`config.mk`:
```
export PLATFORM = sky130hd
export DESIGN_NAME = tape_block_deframer_top_flat
export DESIGN_NICKNAME = d
export VERILOG_FILES = /design/src/rtl/core/tbd_pkg.sv /design/src/rtl/core/tbd_if.sv /design/src/rtl/core/tbd_group_decode.sv /design/src/rtl/core/tbd_block_fsm.sv /design/src/rtl/core/tape_block_deframer_top.sv /design/src/flat_wrapper.sv
export SDC_FILE = /design/constraint.sdc
export NUM_CORES = 1
export LEC_CHECK = 0
export BUFFER_PORTS_ARGS = -buffer_cell sky130_fd_sc_hd__buf_2
export CAP_MARGIN = 5
export CORE_ASPECT_RATIO = 0.75
export CORE_MARGIN = 2
export CORE_UTILIZATION = 59
export DETAILED_ROUTE_END_ITERATION = 7
export PLACE_DENSITY = 0.9
export SYNTH_ARGS = -nofsm -noshare
export SYNTH_HDL_FRONTEND = slang
export SYNTH_SLANG_ARGS = --single-unit
```
`constraint.sdc`:
```
create_clock -name clock -period 8.1 [get_ports clock]
set_input_delay 0.81 -clock clock [delete_from_list [all_inputs] [get_ports clock]]
set_output_delay 0.81 -clock clock [all_outputs]
set_load 0.05 [all_outputs]
```
`src/rtl/core/tbd_pkg.sv`:
```
// Shared constants, codes and types of the paper-tape block deframer.
package tbd_pkg;

   localparam int FRAME_W   = 8;
   localparam int GROUP_W   = 6;
   localparam int PARTIAL_W = 12;
   localparam int WORD_W    = 18;
   localparam int KIND_W    = 3;
   localparam int ERR_W     = 3;
   localparam int LEADER_W  = 16;

   // Tape frames with a special meaning.
   localparam logic [FRAME_W-1:0] FRAME_SOH = 8'o201;
   localparam logic [FRAME_W-1:0] FRAME_ETX = 8'o203;
   localparam logic [FRAME_W-1:0] FRAME_DC3 = 8'o223;
   localparam logic [FRAME_W-1:0] FRAME_DEL = 8'o377;

   // Channels that may be punched in the first and in the later frames of a word.
   localparam logic [FRAME_W-1:0] MASK_FIRST = 8'o017;
   localparam logic [FRAME_W-1:0] MASK_REST  = 8'o237;

   // Escaped low seven bits and the values that they stand for.
   localparam logic [6:0] ESC_A = 7'o174;
   localparam logic [6:0] ESC_B = 7'o175;
   localparam logic [6:0] ESC_C = 7'o176;
   localparam logic [6:0] ESC_D = 7'o177;
   localparam logic [6:0] SUB_A = 7'o005;
   localparam logic [6:0] SUB_B = 7'o012;
   localparam logic [6:0] SUB_C = 7'o021;
   localparam logic [6:0] SUB_D = 7'o023;

   // Result kinds.
   localparam logic [KIND_W-1:0] KIND_DATA  = 3'd0;
   localparam logic [KIND_W-1:0] KIND_GOOD  = 3'd1;
   localparam logic [KIND_W-1:0] KIND_EOT   = 3'd2;
   localparam logic [KIND_W-1:0] KIND_END   = 3'd3;
   localparam logic [KIND_W-1:0] KIND_ERROR = 3'd4;

   // Error codes.
   localparam logic [ERR_W-1:0] ERR_EOF_IN_BLOCK = 3'd0;
   localparam logic [ERR_W-1:0] ERR_NO_START     = 3'd1;
   localparam logic [ERR_W-1:0] ERR_STRAY_PUNCH  = 3'd2;
   localparam logic [ERR_W-1:0] ERR_STRAY_DC3    = 3'd3;
   localparam logic [ERR_W-1:0] ERR_NO_DEL       = 3'd4;
   localparam logic [ERR_W-1:0] ERR_SUM_NONZERO  = 3'd5;

   typedef struct packed {
      logic [GROUP_W-1:0] group;
      logic               bad;
   } group_type;

   typedef struct packed {
      logic [KIND_W-1:0]   kind;
      logic [WORD_W-1:0]   word;
      logic [ERR_W-1:0]    error_code;
      logic [LEADER_W-1:0] leader_count;
   } result_type;

   typedef struct packed {
      logic       emit;
      result_type res;
   } step_type;

endpackage

```
`src/rtl/core/tbd_if.sv`:
```
// Request and response channel interfaces of the deframer.
interface tbd_req_if;
   logic                       valid;
   logic                       ready;
   logic [tbd_pkg::FRAME_W-1:0] frame;
   logic                       end_of_input;

   modport source (output valid, output frame, output end_of_input, input ready);
   modport sink   (input valid, input frame, input end_of_input, output ready);
endinterface

interface tbd_rsp_if;
   logic                         valid;
   logic                         ready;
   logic [tbd_pkg::KIND_W-1:0]   kind;
   logic [tbd_pkg::WORD_W-1:0]   word;
   logic [tbd_pkg::ERR_W-1:0]    error_code;
   logic [tbd_pkg::LEADER_W-1:0] leader_count;

   modport source (output valid, output kind, output word, output error_code,
                   output leader_count, input ready);
   modport sink   (input valid, input kind, input word, input error_code,
                   input leader_count, output ready);
endinterface

```
`src/rtl/core/tbd_group_decode.sv`:
```
// Decodes one tape frame into a 6-bit group with its channel check.
module tbd_group_decode (
   input  logic [tbd_pkg::FRAME_W-1:0] frame,
   input  logic                        is_first,
   output tbd_pkg::group_type          dec
);
   import tbd_pkg::*;

   logic [6:0]         low7;
   logic               escaped;
   logic [FRAME_W-1:0] mask;

   always_comb begin
      escaped = 1'b1;
      case (frame[6:0])
         ESC_A: low7 = SUB_A;
         ESC_B: low7 = SUB_B;
         ESC_C: low7 = SUB_C;
         ESC_D: low7 = SUB_D;
         default: begin
            low7    = frame[6:0];
            escaped = 1'b0;
         end
      endcase
   end

   assign mask      = is_first ? MASK_FIRST : MASK_REST;
   // Channel 8 becomes the top bit of the group.
   assign dec.group = {frame[7], low7[4:0]};
   assign dec.bad   = !escaped && ((frame & ~mask) != '0);

endmodule

```
`src/rtl/core/tbd_block_fsm.sv`:
```
// Block state machine: leader count, word assembly, checksum and results.
module tbd_block_fsm (
   input  logic                        clock,
   input  logic                        reset,
   input  logic                        step,
   input  logic [tbd_pkg::FRAME_W-1:0] frame,
   input  logic                        end_of_input,
   output tbd_pkg::step_type           out
);
   import tbd_pkg::*;

   localparam logic [2:0] PH_HUNT = 3'd0;
   localparam logic [2:0] PH_ETX1 = 3'd1;
   localparam logic [2:0] PH_ETX2 = 3'd2;
   localparam logic [2:0] PH_W0   = 3'd3;
   localparam logic [2:0] PH_W1   = 3'd4;
   localparam logic [2:0] PH_W2   = 3'd5;
   localparam logic [2:0] PH_FIN  = 3'd6;

   logic [2:0]           phase_ff, phase_in;
   logic [PARTIAL_W-1:0] partial_ff, partial_in;
   logic [WORD_W-1:0]    check_ff, check_in;
   logic [LEADER_W-1:0]  tally_ff, tally_in;
   logic [WORD_W-1:0]    full_word;
   group_type            dec;

   tbd_group_decode u_decode (
      .frame    (frame),
      .is_first (phase_ff == PH_W0),
      .dec      (dec)
   );

   assign full_word = {partial_ff, dec.group};

   always_comb begin
      phase_in   = phase_ff;
      partial_in = partial_ff;
      check_in   = check_ff;
      tally_in   = tally_ff;
      out.emit              = 1'b0;
      out.res.kind          = KIND_DATA;
      out.res.word          = '0;
      out.res.error_code    = ERR_EOF_IN_BLOCK;
      out.res.leader_count  = tally_ff;

      if (end_of_input) begin
         out.emit     = 1'b1;
         out.res.kind = (phase_ff == PH_HUNT) ? KIND_END : KIND_ERROR;
      end else begin
         case (phase_ff)
            PH_ETX1: begin
               if (frame == FRAME_DC3) begin
                  phase_in = PH_ETX2;
               end else begin
                  out.emit           = 1'b1;
                  out.res.kind       = KIND_ERROR;
                  out.res.error_code = ERR_NO_START;
               end
            end
            PH_ETX2: begin
               out.emit = 1'b1;
               if (frame == FRAME_DEL) begin
                  out.res.kind = KIND_EOT;
               end else begin
                  out.res.kind       = KIND_ERROR;
                  out.res.error_code = ERR_NO_START;
               end
            end
            PH_W0: begin
               if (frame == FRAME_DC3) begin
                  phase_in = PH_FIN;
               end else if (dec.bad) begin
                  out.emit           = 1'b1;
                  out.res.kind       = KIND_ERROR;
                  out.res.error_code = ERR_STRAY_PUNCH;
               end else begin
                  partial_in = {{(PARTIAL_W-GROUP_W){1'b0}}, dec.group};
                  phase_in   = PH_W1;
               end
            end
            PH_W1, PH_W2: begin
               if (frame == FRAME_DC3) begin
                  out.emit           = 1'b1;
                  out.res.kind       = KIND_ERROR;
                  out.res.error_code = ERR_STRAY_DC3;
               end else if (dec.bad) begin
                  out.emit           = 1'b1;
                  out.res.kind       = KIND_ERROR;
                  out.res.error_code = ERR_STRAY_PUNCH;
               end else if (phase_ff == PH_W1) begin
                  partial_in = {partial_ff[GROUP_W-1:0], dec.group};
                  phase_in   = PH_W2;
               end else begin
                  check_in     = check_ff ^ full_word;
                  phase_in     = PH_W0;
                  out.emit     = 1'b1;
                  out.res.word = full_word;
               end
            end
            PH_FIN: begin
               out.emit = 1'b1;
               if (frame != FRAME_DEL) begin
                  out.res.kind       = KIND_ERROR;
                  out.res.error_code = ERR_NO_DEL;
               end else if (check_ff != '0) begin
                  out.res.kind       = KIND_ERROR;
                  out.res.error_code = ERR_SUM_NONZERO;
               end else begin
                  out.res.kind = KIND_GOOD;
               end
            end
            default: begin
               phase_in = PH_HUNT;
               if (frame == '0) begin
                  if (tally_ff != '1) begin
                     tally_in = tally_ff + 16'd1;
                  end
               end else if (frame == FRAME_SOH) begin
                  check_in   = '0;
                  partial_in = '0;
                  phase_in   = PH_W0;
               end else if (frame == FRAME_ETX) begin
                  phase_in = PH_ETX1;
               end else begin
                  out.emit           = 1'b1;
                  out.res.kind       = KIND_ERROR;
                  out.res.error_code = ERR_NO_START;
               end
            end
         endcase
      end

      // Any result other than a data word closes the block.
      if (out.emit && out.res.kind != KIND_DATA) begin
         phase_in = PH_HUNT;
         tally_in = '0;
      end
   end

   always_ff @(posedge clock) begin
      if (reset) begin
         phase_ff   <= PH_HUNT;
         partial_ff <= '0;
         check_ff   <= '0;
         tally_ff   <= '0;
      end else if (step) begin
         phase_ff   <= phase_in;
         partial_ff <= partial_in;
         check_ff   <= check_in;
         tally_ff   <= tally_in;
      end
   end

`ifndef SYNTHESIS
   a_close_clears: assert property (@(posedge clock) disable iff (reset)
      step && out.emit && out.res.kind != KIND_DATA |=>
         phase_ff == PH_HUNT && tally_ff == '0)
      else $error("block did not return to leader hunting after a result");

   a_start_clears: assert property (@(posedge clock) disable iff (reset)
      step && !end_of_input && phase_ff == PH_HUNT && frame == FRAME_SOH |=>
         phase_ff == PH_W0 && check_ff == '0)
      else $error("start of block did not clear the checksum");

   a_word_folds: assert property (@(posedge clock) disable iff (reset)
      step && out.emit && out.res.kind == KIND_DATA |=>
         phase_ff == PH_W0 && check_ff == $past(check_ff ^ out.res.word))
      else $error("data word was not folded into the checksum");
`endif

endmodule

```
`src/rtl/core/tape_block_deframer_top.sv`:
```
// Top level of the paper-tape block deframer with its request and response registers.
// A request accepted into the request register is decoded while it is held there, and its
// response, if it has one, enters the response register as the request moves on.
// Throughput: one request per cycle; the request register refills in the same cycle that
// it hands its frame to the state machine, and only a held response can stall it.
// Reset is synchronous and active high: both registers empty, leader hunting, all counts zero.
module tape_block_deframer_top (
   input  logic      clock,
   input  logic      reset,
   tbd_req_if.sink   req,
   tbd_rsp_if.source rsp
);
   import tbd_pkg::*;

   // Request register: one frame waiting for the state machine.
   logic               in_valid_ff;
   logic [FRAME_W-1:0] in_frame_ff;
   logic               in_eoi_ff;

   // Response register.
   logic       rsp_valid_ff;
   result_type rsp_data_ff;

   step_type fsm_out;
   logic     step;

   // The held request moves on when it gives no response, or when the response register
   // is empty or is being emptied in this cycle.
   assign step = in_valid_ff && (!fsm_out.emit || !rsp_valid_ff || rsp.ready);

   // A new request may enter whenever the request register is empty or moves on.
   assign req.ready = !in_valid_ff || step;

   tbd_block_fsm u_fsm (
      .clock        (clock),
      .reset        (reset),
      .step         (step),
      .frame        (in_frame_ff),
      .end_of_input (in_eoi_ff),
      .out          (fsm_out)
   );

   always_ff @(posedge clock) begin
      if (reset) begin
         in_valid_ff <= 1'b0;
      end else if (req.ready) begin
         in_valid_ff <= req.valid;
      end
   end

   always_ff @(posedge clock) begin
      if (req.valid && req.ready) begin
         in_frame_ff <= req.frame;
         in_eoi_ff   <= req.end_of_input;
      end
   end

   always_ff @(posedge clock) begin
      if (reset) begin
         rsp_valid_ff <= 1'b0;
      end else if (step && fsm_out.emit) begin
         rsp_valid_ff <= 1'b1;
      end else if (rsp.ready) begin
         rsp_valid_ff <= 1'b0;
      end
   end

   always_ff @(posedge clock) begin
      if (step && fsm_out.emit) begin
         rsp_data_ff <= fsm_out.res;
      end
   end

   assign rsp.valid        = rsp_valid_ff;
   assign rsp.kind         = rsp_data_ff.kind;
   assign rsp.word         = rsp_data_ff.word;
   assign rsp.error_code   = rsp_data_ff.error_code;
   assign rsp.leader_count = rsp_data_ff.leader_count;

`ifndef SYNTHESIS
   a_stall_cause: assert property (@(posedge clock) disable iff (reset)
      in_valid_ff && !step |-> rsp_valid_ff && !rsp.ready && fsm_out.emit)
      else $error("request held although the response side was free");

   a_result_loaded: assert property (@(posedge clock) disable iff (reset)
      step && fsm_out.emit |=> rsp_valid_ff)
      else $error("response was lost on its way to the response register");

   a_no_overwrite: assert property (@(posedge clock) disable iff (reset)
      rsp_valid_ff && !rsp.ready |=> rsp_valid_ff && $stable(rsp_data_ff))
      else $error("pending response was overwritten");
`endif

endmodule
```
`src/flat_wrapper.sv`:
```
// flat-port wrapper written by rule: the top's interface ports become plain ports
module tape_block_deframer_top_flat import tbd_pkg::*;
  (clock, reset, req_valid, req_frame, req_end_of_input, req_ready, rsp_valid, rsp_kind, rsp_word, rsp_error_code, rsp_leader_count, rsp_ready);
  tbd_req_if req_i ();
  tbd_rsp_if rsp_i ();
  input  logic clock;
  input  logic reset;
  input wire logic [$bits(req_i.valid)-1:0] req_valid;
  input wire logic [$bits(req_i.frame)-1:0] req_frame;
  input wire logic [$bits(req_i.end_of_input)-1:0] req_end_of_input;
  output wire logic [$bits(req_i.ready)-1:0] req_ready;
  output wire logic [$bits(rsp_i.valid)-1:0] rsp_valid;
  output wire logic [$bits(rsp_i.kind)-1:0] rsp_kind;
  output wire logic [$bits(rsp_i.word)-1:0] rsp_word;
  output wire logic [$bits(rsp_i.error_code)-1:0] rsp_error_code;
  output wire logic [$bits(rsp_i.leader_count)-1:0] rsp_leader_count;
  input wire logic [$bits(rsp_i.ready)-1:0] rsp_ready;
  assign req_i.valid = req_valid;
  assign req_i.frame = req_frame;
  assign req_i.end_of_input = req_end_of_input;
  assign req_ready = req_i.ready;
  assign rsp_valid = rsp_i.valid;
  assign rsp_kind = rsp_i.kind;
  assign rsp_word = rsp_i.word;
  assign rsp_error_code = rsp_i.error_code;
  assign rsp_leader_count = rsp_i.leader_count;
  assign rsp_i.ready = rsp_ready;
  tape_block_deframer_top u_core (.clock(clock), .reset(reset), .req(req_i), .rsp(rsp_i));
endmodule
```
==> impl_metrics.csv <==
group,metric,value,unit
status,status,"finished clean",
sta,period_needed,4170,ps
cells_and_area,drive_gt1_frac,0.158,
cells_and_area,seq_area,2490,µm²
detailed_routing,num_vias,4016,
die,rows,28,
synth,synth_top_area_frac,0.311,
setup_path,crit_fanout,10,
die,die_area,8760,µm²
grt,grt_remaining_overflow,0,
synth,synthesis.area,4730,µm²
grt,grt_util_all_layers,0.262,
setup_path,cp.arrival,3360,ps
cells_and_area,num-fill-cells,622,
sta,hold_violations,0,
synth,ys_seq_area_frac,0.527,
pwr,peakVddDrop,0.0000969,V
die,pin_count,55,
hold_path,hp-class,"flop to flop",
synth,ys_top_cells_by_count,"nand2_1, dfxtp_1, edfxtp_1, nor2_1, clkbuf_1",
detailed_routing,routed_wirelength,11100,µm
clocking,cts_hold_buf,0,
die,fp.dieW,107,µm
synth,yosysMostFrequentCell,"nand2_1",
detailed_routing,remaining_drc_errors,0,
detailed_routing,drtIter0Drc,399,
grt,antenna_found_initial,0,
sta,slew_headroom,0.186,
cells_and_area,final_util,0.667,
synth,synth_edf_count,49,
synth,syn_inst,477,
place,gp_congestion,0.926,
sta,fmaxAchievable,240,MHz
synth,yosys_register_bits,100,
synth,syn_area_per_cell,9.92,µm²
clocking,root_buffer,"clkbuf_8",
synth,yosys.cell_types.count,58,
cells_and_area,multi_input_area,2080,µm²
synth,synth_area_leaders,"edfxtp_1, dfxtp_1, nand2_1, a21oi_1, mux2i_1",
synth,synth_largest_area_cell,"edfxtp_1",
setup_path,cp.required,7290,ps
place,dp_hpwl,7460,µm
cells_and_area,fin_cells,623,
place,dpl.cell_count,607,
synth,synthArstFlopShare,0,
die,die_y,81.6,µm
grt,grt_pass1_wl,17700,µm
sta,slew_viol_final,0,
clocking,cts-htree-levels,3,
detailed_routing,viasPerCell,6.45,
grt,first_global_vias,3620,
clocking,post_cts_buffers,0,
setup_path,endpoint_kind,"output port",
place,port_buffers,54,
grt,grt_start_max_net_pins,44,
cells_and_area,syn_to_final_growth,10.6,%
detailed_routing,ant_nets,0,
clocking,cts_made_buffers,9,
detailed_routing,dr.pass1.iters,5,
clocking,numClockSinks,100,
clocking,cts_resized,0,
detailed_routing,routedWlPerCell,17.8,µm
sta,rsz0062_at_grt,"false",
setup_path,start_kind,"flop",
clocking,clk_pin_slew,100,ps
cells_and_area,n_antenna_cell,0,
sta,period_share,0.515,
place,dp_slack,4010,ps
clocking,cts.path.max_buffers,2,
clocking,cts_tree,"built",
sta,skew,10.9,ps
sta,setup_ws,3930,ps
clocking,clk-insertion-delay-late,370,ps
pwr,power.density,178,nW/µm²
synth,syn-num-nets,491,
synth,yosysWarnings,0,
sta,setup_violations,0,
flow_run,max_cap_violations,0,
pwr,p_leak,1.84,nW
sta,worst_pin_slew,1210,ps
die,initial_core_util,0.603,
synth,yosys_most_used_dff,"dfxtp_1",
cells_and_area,nets,527,
sta,finalSetupTns,0,ps
die,core,7850,µm²
setup_path,critPathKind,"flop to output port",
state kept, by name, indices dropped and copies added, names as in the netlist:
| register | flops |
|---|---|
| u_core.rsp.kind | 3 |
| u_core.rsp.word | 18 |
| u_core.in_eoi_ff | 1 |
| u_core.rsp.leader_count | 16 |
| u_core.u_fsm.partial_ff | 12 |
| u_core.u_fsm.check_ff | 18 |
| u_core.rsp.valid | 1 |
| u_core.u_fsm.phase_ff | 3 |
| u_core.in_valid_ff | 1 |
| u_core.in_frame_ff | 8 |
| u_core.rsp.error_code | 3 |
| u_core.u_fsm.tally_ff | 16 |
stage by stage:
| step | power (mW) | instance area (µm²) | hold WS (ps) |
|---|---|---|---|
| final | 0.929 | 5230 | 468 |
| after global routing | 0.960 | 5230 | 492 |
| after CTS | 0.933 | 5230 | 469 |
| after detailed placement | 0.634 | 5040 | 450 |
| after global placement | 0.632 | 5040 | 446 |
| after floorplan | 0.615 | 4730 | 431 |
worst max-delay path, stage by stage (launching register included):
cell and delay [ps]:
edfxtp_1 500, or4_4 590, a211o_1 270, a21o_1 250
or4_1 730, o211ai_1 330, buf_2 320
path summary, 6_finish.rpt:
path                              endpoint  slack [ps]  cells after the start                     start
setup reg to reg  u_core.rsp.error_code[2]        3960                      6  u_core.u_fsm.phase_ff[1]
hold / removal    u_core.u_fsm.check_ff[1]         470                      1  u_core.u_fsm.check_ff[1]
setup / recovery                 req_ready        3930                      6     u_core.in_frame_ff[2]
hold reg to reg   u_core.u_fsm.check_ff[1]         470                      1  u_core.u_fsm.check_ff[1]
cells in the final DEF (no fill, tap or decap), types with 3 or more instances in the layout:
cell,synthesis,routed
nand2_1,54,54
buf_2,2,54
dfxtp_1,51,51
edfxtp_1,49,49
nor2_1,31,30
a21oi_1,26,26
or3_1,18,18
a31oi_1,17,17
and2_1,16,16
mux2i_1,13,13
nand3_1,12,12
inv_1,12,12
nor4_1,13,11
o21ai_0,11,11
or4_1,10,10
o211ai_1,10,10
nor3_1,10,10
clkbuf_8,0,9
nand2b_1,8,8
a32o_1,8,8
a211oi_1,8,8
nor2b_1,7,7
nand4_1,5,5
and4_1,4,4
a211o_1,4,4
o32ai_1,4,4
o31a_1,3,3
inv_6,0,3
cell type report:
class / count / area share
clock buffer: 9 / 0.0237
clock inverter: 7 / 0.0127
multi-input combinational: 332 / 0.398
sequential: 100 / 0.476
timing repair buffer: 56 / 0.0545
tap: 105 / 0.0251
inverter: 14 / 0.0100
cells by family after synthesis:
family,after synthesis,share of synthesized area
adders and majority gates,1,0.00264
muxes,14,0.0299
and+or+nand+nor,197,0.218
AOI/OAI and AO/OA,120,0.185
DFF,100,0.527
buffers and inverters,45,0.0378
per-layer routing:
metal | track usage | routed length, µm | vias to the layer above
li1 | - | - | 1896
met1 | 0.381 | 5070 | 1879
met2 | 0.393 | 4870 | 224
met3 | 0.0603 | 1040 | 17
met4 | 0.0808 | 116 | 0
met5 | 0 | 0 | -
power breakdown:
part	internal, mW	total [mW]	switching (mW)
Clock	0.119	0.306	0.186
Combinational	0.0149	0.0731	0.0582
Sequential	0.541	0.550	0.00923
Total	0.675	0.929	0.254
(Power assumes the default switching activity.)
